<file path="config.mk">
export PLATFORM = sky130hd
export DESIGN_NAME = ilv_ctrl
export DESIGN_NICKNAME = d
export VERILOG_FILES = /design/src/rtl/core/ilv_pkg.sv /design/src/rtl/core/ilv_ctrl.sv
export SDC_FILE = /design/constraint.sdc
export NUM_CORES = 1
export LEC_CHECK = 0
export BUFFER_PORTS_ARGS = -buffer_cell sky130_fd_sc_hd__buf_2
export CORE_AREA = 2 2 39 41
export CTS_CLUSTER_DIAMETER = 150
export DETAILED_ROUTE_END_ITERATION = 6
export DIE_AREA = 0 0 41 43
export PLACE_DENSITY = 0.3
export SYNTH_ARGS = -nofsm -noshare
export SYNTH_HDL_FRONTEND = slang
export SYNTH_SLANG_ARGS = --single-unit
</file>
<file path="constraint.sdc">
create_clock -name clk -period 1.91 [get_ports clk]
set_input_delay 0.2865 -clock clk [delete_from_list [all_inputs] [get_ports clk]]
set_output_delay 0.2865 -clock clk [all_outputs]
set_load 0.02 [all_outputs]
</file>
<file path="src/rtl/core/ilv_pkg.sv">
`timescale 1ns / 1ps
// ----------------------------------------------------------------------------
// ilv_pkg
// Shared constants, codes and control types of the integer list validator.
// ----------------------------------------------------------------------------
package ilv_pkg;

	localparam int MAX_VALUES = 512;
	localparam int IDX_W      = $clog2(MAX_VALUES);
	localparam int CNT_W      = $clog2(MAX_VALUES + 1);
	localparam int VALUE_W    = 32;
	localparam int COUNT_W    = 10;

	localparam logic [7:0] CH_ZERO  = 8'd48;
	localparam logic [7:0] CH_ONE   = 8'd49;
	localparam logic [7:0] CH_NINE  = 8'd57;
	localparam logic [7:0] CH_MINUS = 8'd45;
	localparam logic [7:0] CH_PLUS  = 8'd43;

	typedef enum logic [1:0] {
		CMD_CHAR     = 2'd0,
		CMD_END_ARG  = 2'd1,
		CMD_END_LIST = 2'd2
	} cmd_t;

	typedef enum logic [2:0] {
		ST_OK     = 3'd0,
		ST_EMPTY  = 3'd1,
		ST_SYNTAX = 3'd2,
		ST_RANGE  = 3'd3,
		ST_DUP    = 3'd4,
		ST_FULL   = 3'd5
	} status_t;

	typedef enum logic [1:0] {
		PH_START = 2'd0,
		PH_SIGN  = 2'd1,
		PH_BODY  = 2'd2
	} phase_t;

	typedef enum logic [0:0] {
		S_IDLE = 1'b0,
		S_SCAN = 1'b1
	} state_t;

	typedef enum logic [0:0] {
		KIND_ARG  = 1'b0,
		KIND_LIST = 1'b1
	} kind_t;

	typedef struct packed {
		logic take_char;
		logic end_arg;
		logic end_list;
		logic scan;
		logic finish;
	} dp_cmd_t;

	typedef struct packed {
		logic out_free;
		logic scan_done;
	} dp_stat_t;

endpackage

</file>
<file path="src/rtl/core/ilv_ctrl.sv">
`timescale 1ns / 1ps
// ----------------------------------------------------------------------------
// ilv_ctrl
// Controller: input handshake, command decode and duplicate-scan sequencing.
// ----------------------------------------------------------------------------
module ilv_ctrl (
	input  logic              clk,
	input  logic              arst_n,
	input  logic              in_valid,
	output logic              in_ready,
	input  logic [1:0]        command,
	input  ilv_pkg::dp_stat_t stat,
	output ilv_pkg::dp_cmd_t  cmd
);

	ilv_pkg::state_t state_q;
	ilv_pkg::state_t state_d;
	logic            accept;

	assign in_ready = (state_q == ilv_pkg::S_IDLE) && stat.out_free;
	assign accept   = in_valid && in_ready;

	always_ff @(posedge clk or negedge arst_n) begin
		if (!arst_n) begin
			state_q <= ilv_pkg::S_IDLE;
		end else begin
			state_q <= state_d;
		end
	end

	always_comb begin
		state_d = state_q;
		unique case (state_q)
			ilv_pkg::S_IDLE: begin
				if (accept && (ilv_pkg::cmd_t'(command) == ilv_pkg::CMD_END_ARG)) begin
					state_d = ilv_pkg::S_SCAN;
				end
			end
			ilv_pkg::S_SCAN: begin
				if (stat.scan_done) begin
					state_d = ilv_pkg::S_IDLE;
				end
			end
			default: state_d = ilv_pkg::S_IDLE;
		endcase
	end

	always_comb begin
		cmd = '0;
		unique case (state_q)
			ilv_pkg::S_IDLE: begin
				if (accept) begin
					unique case (ilv_pkg::cmd_t'(command))
						ilv_pkg::CMD_CHAR:     cmd.take_char = 1'b1;
						ilv_pkg::CMD_END_ARG:  cmd.end_arg   = 1'b1;
						ilv_pkg::CMD_END_LIST: cmd.end_list  = 1'b1;
						default: ;
					endcase
				end
			end
			ilv_pkg::S_SCAN: begin
				cmd.scan   = 1'b1;
				cmd.finish = stat.scan_done;
			end
			default: ;
		endcase
	end

`ifndef SYNTHESIS
	a_scan_output_free: assert property (@(posedge clk) disable iff (!arst_n)
		state_q == ilv_pkg::S_SCAN |-> stat.out_free)
		else $error("scan running while a result is pending");
	a_finish_returns_idle: assert property (@(posedge clk) disable iff (!arst_n)
		cmd.finish |=> state_q == ilv_pkg::S_IDLE)
		else $error("controller did not return to idle after finish");
	a_end_arg_enters_scan: assert property (@(posedge clk) disable iff (!arst_n)
		cmd.end_arg |=> state_q == ilv_pkg::S_SCAN)
		else $error("end of argument did not start a scan");
`endif

endmodule

</file>
==> qor.yml, run 1 <==
antenna_found_initial: 0
post-route-cell-area_um2: 179
reg2reg_from: "state_q$_DFF_PN0_"
dieArea_mm2: 0.00176
synth_fa_ha_area_share_pct: 0
synth_xor_area_share_pct: 0
drt_first_pass_iters: 1
worstPathArrival_ps: 940
final_common_cell: "buf_2"
largestRegisters: "state_q: 1 flops"
io_pins: 13
synthDistinctLibCells: 11
fin_crit_sh_pct: 64.1
avgSynthCellArea_um2: 9.67
drtAntennaViolNets: 0
io_buffer_count: 12
drc: 0
coreArea_mm2: 0.00138
layout.nets: 31
async_flop_share_pct: 100
grt_pass1_vias: 115
tns_ps: 0
via_per_inst: 3.08
cts_setup_buffers: 0
ir_drop_mv: 0.0941
synth_top_area_cell: "dfrtp_1"
largest_register_ffs: 1
drive_above_1_share_pct: 72.7
first_iter_violations: 0
synth_area_um2: 106
max-slew-margin-rel_pct: 89.5
end_kind: "output port"
cts_resized: 0
multi_input_area_um2: 70.1
grt_pass1_wl_um: 476
min_path_type: "in -> async"
worst_slew_pin_slew_ps: 157
finalSetupViolCount: 0
synthMuxAreaShare_pct: 0
fp.dieH_um: 43
n_fill_cell: 163
place_congestion: 0.583
ys.warnings.count: 0
dp_hpwl_um: 311
finalCriticalPeriod_ps: 1220
clkSlewWorstSetupHoldPaths_ps: 0
grt_util_all_layers_pct: 3.71
drv_cap: 0
overflow: 0
clk_latency_ps: 0
powerDensity_mw_per_mm2: 310
initial_core_util_pct: 7.69
fin_util_pct: 12.9
slew_viol_final: 0
worstSetupStartpointType: "register"
critPathLaunch: "state_q$_DFF_PN0_"
synth_ff_type: "dfrtp_1"
worstSetupPathType: "reg -> out"
hold_viol: 0
ys_ff_latch: 1
wl_per_cell_um: 8.42
row_count: 14
synth_edf_count: 0
ys_top_cells_by_area: "dfrtp_1 24%, nand3b_4 19%, nor3b_2 12%"
place_area_um2: 179
syn-num-nets: 18
drt-total-wl_um: 320
syn_to_final_growth_pct: 68.2
p_leak_nw: 0.100
synth_top_area_share_pct: 23.5
synth_top_family_by_area: "simple AND/OR/NAND/NOR gates"
critPathRequiredTime_ps: 1620
rsz0062_at_grt: "false"
num_vias: 117
outcome: "completed"
hold_buffers: 0
synth_compound_area_share_pct: 5.88
die_w_um: 41
top_register: "state_q"
yosys.area_share.simple_pct: 60.0
seqCellArea_um2: 25.0
p_total_mw: 0.0554
seq_area_frac_synth_pct: 23.5
finClkSkew_ps: 0
max_freq_mhz: 817
grt_max_degree: 6
antenna_cells: 0
netlist_instances: 11
worstPathMaxFanout: 5
[critical path, cell delays in order, from the launching register on]
cell	delay, ps
dfrtp_1	390
nand3b_4	190
nor3b_2	180
buf_2	180
[logic make-up after synthesis]
family	Yosys count
AOI/OAI and AO/OA	1
buffers and inverters	2
DFF	1
and+or+nand+nor	7
[stage by stage]
stage,cells,hold slack [ps],setup WS [ps]
finish,38,64.9,686
global route,38,72.3,628
CTS,38,67.8,685
detailed placement,38,67.5,690
global placement,38,63.8,720
floorplan,11,-9.09,601
[final timing paths]
kind	end	slack (ps)	cells past startpoint
worst min register to register	state_q$_DFF_PN0_	580	2
max in group asynchronous	state_q$_DFF_PN0_	1760	1
worst min-delay path	state_q$_DFF_PN0_	60	1
min in group clk	state_q$_DFF_PN0_	500	2
worst max register to register	state_q$_DFF_PN0_	1130	2
worst max-delay path	cmd[2]	690	3
[layout make-up]
cell class	instances	share of cell area, %
inverters	1	2.10
multi-input cells	8	39.2
well taps	16	11.2
flip-flops and latches	1	14.0
repair buffers	12	33.6
[report_power, final]
| part | internal [mW] | switching [mW] |
|---|---|---|
| Sequential | 0.0228 | 0.00129 |
| Combinational | 0.0145 | 0.0169 |
| Clock | 0 | 0 |
[per-layer routing]
metal	track usage [%]	routed length [um]	share of wire [%]	vias up
met5	0	0	0	-
met4	0	0	0	0
met1	6.39	160	50	46
li1	-	-	-	58
met3	1.05	80	25	0
met2	4.69	78	24	13
(Power assumes the default switching activity.)
==> run 2, diff against run 1 <==
==> constraint.sdc (replaced) <==
create_clock -name clk -period 1.28 [get_ports clk]
set_input_delay 0.192 -clock clk [delete_from_list [all_inputs] [get_ports clk]]
set_output_delay 0.192 -clock clk [all_outputs]
set_load 0.02 [all_outputs]
==> run 2 against run 1 <==
- combinational power grew 57%
- die area is the same
- flip-flop and latch count is the same
- largest cell class unchanged
- clock skew is the same
- final cell count grew 2.6%
- utilization grew 0.72 points
- setup slack lost 540 ps
- sequential share of layout area shrank 0.74 points
- register-to-register slack lost 630 ps
- via count grew 3.4%
- worst hold slack gained 340 ps
==> qor.yml, run 2 (same netlist as run 1, synthesis figures left out) <==
layout.nets: 32
wl_met2_um: 80
slew_viol_final: 0
coreArea_mm2: 0.00138
row_count: 14
finalCriticalPeriod_ps: 1130
crit_end: "cmd[2]"
dieArea_mm2: 0.00176
cts_setup_buffers: 0
antenna_cells: 0
post-route-cell-area_um2: 189
place_area_um2: 179
initial_core_util_pct: 7.69
max-slew-margin-rel_pct: 89.5
clkPwrFrac_pct: 0
end_kind: "output port"
top_register: "state_q"
final_common_cell: "buf_2"
critPathLaunch: "state_q$_DFF_PN0_"
tns_ps: 0
path_depth: 3
via_per_inst: 3.10
clkSlewWorstSetupHoldPaths_ps: 0
grt_max_degree: 6
wl_met1_um: 172
drtAntennaViolNets: 0
fp.dieH_um: 43
hold_viol: 0
drt_first_pass_iters: 2
die_w_um: 41
p_int_mw: 0.0576
ir_drop_mv: 0.140
outcome: "completed"
rsz0062_at_grt: "false"
top_layer_used: "met3"
grt_pass1_vias: 115
cp_slowest_cell: "dfrtp_1"
largestRegisters: "state_q: 1 flops"
drc: 0
num_vias: 121
multi_input_area_um2: 70.1
cp_num_buf_inv: 1
n_fill_cell: 162
cts_resized: 0
worstPathArrival_ps: 940
first_iter_violations: 2
worstPathCellList: "nand3b_4, nor3b_2, buf_2"
fin_crit_sh_pct: 88.2
grt_pass1_wl_um: 476
drt-total-wl_um: 325
dp_hpwl_um: 311
largest_register_ffs: 1
finClkSkew_ps: 0
critPathTopFamily: "flip-flops"
worstPathMaxFanout: 5
io_pins: 13
antenna_found_initial: 0
max_freq_mhz: 885
powerDensity_mw_per_mm2: 450
wl_per_cell_um: 8.33
ff2ff_setup_slack_ps: 500
clk_latency_ps: 0
reg2reg_from: "state_q$_DFF_PN0_"
routed-wl-met3_um: 73
p_leak_nw: 0.105
syn_to_final_growth_pct: 77.6
worstSetupPathType: "reg -> out"
switching_share_pct: 32.3
finalSetupViolCount: 0
critPathRequiredTime_ps: 1090
p_switching_mw: 0.0275
rr_worst_depth: 2
drive_above_1_share_pct: 69.6
worstSetupStartpointType: "register"
worst_slew_pin_slew_ps: 157
power_frac_seq_pct: 42.3
drv_cap: 0
crit_path_max_incr_delay_ps: 390
r2r-end: "state_q$_DFF_PN0_"
p_comb_share_pct: 57.7
overflow: 0
seqCellArea_um2: 25.0
place_congestion: 0.583
io_buffer_count: 12
min_path_type: "in -> reg"
grt_util_all_layers_pct: 3.71
run 2: power groups by stage:
stage / clock, mW / sequential (mW) / combinational (mW)
5_1_grt: 0 / 0.0365 / 0.0533
4_1_cts: 0 / 0.0360 / 0.0498
2_1_floorplan: 0 / 0.0355 / 0.0276
6_report: 0 / 0.0359 / 0.0491
3_5_place_dp: 0 / 0.0360 / 0.0472
3_3_place_gp: 0 / 0.0355 / 0.0465
run 2: metal layers:
layer,up-vias,track usage (%)
met5,-,0
met4,0,0
met3,0,0.524
met2,13,4.69
met1,48,6.71
li1,60,-
run 2: worst min path at each step:
stage | from | end | slack, ps | cells past startpoint
after floorplan | arst_n | state_q$_DFF_PN0_ | -100 | 0
after global placement | arst_n | state_q$_DFF_PN0_ | -30 | 1
after detailed placement | arst_n | state_q$_DFF_PN0_ | -30 | 1
after CTS | stat[0] | state_q$_DFF_PN0_ | 410 | 2
after global routing | stat[0] | state_q$_DFF_PN0_ | 430 | 2
final | stat[0] | state_q$_DFF_PN0_ | 410 | 2
run 2: layout make-up:
| cell class | count | area share, % |
|---|---|---|
| well taps | 16 | 10.6 |
| flip-flops and latches | 1 | 13.2 |
| inverters | 1 | 1.99 |
| multi-input cells | 8 | 37.1 |
| repair buffers | 13 | 37.1 |
run 2: through the flow:
stage	hold slack (ps)	total power, mW	worst slack, ps	std cells	utilization, %
final	409	0.0850	151	39	13.7
after global routing	429	0.0898	92.1	39	13.7
after CTS	410	0.0858	150	39	13.7
after detailed placement	-27.0	0.0833	154	38	12.9
after global placement	-30.7	0.0820	185	38	12.9
after floorplan	-104	0.0631	65.3	11	-
run 2: what timing repair did:
action,in CTS,in global routing
endpoints found under the hold margin,1,0
setup endpoints to repair,0,0
hold buffers,1,0
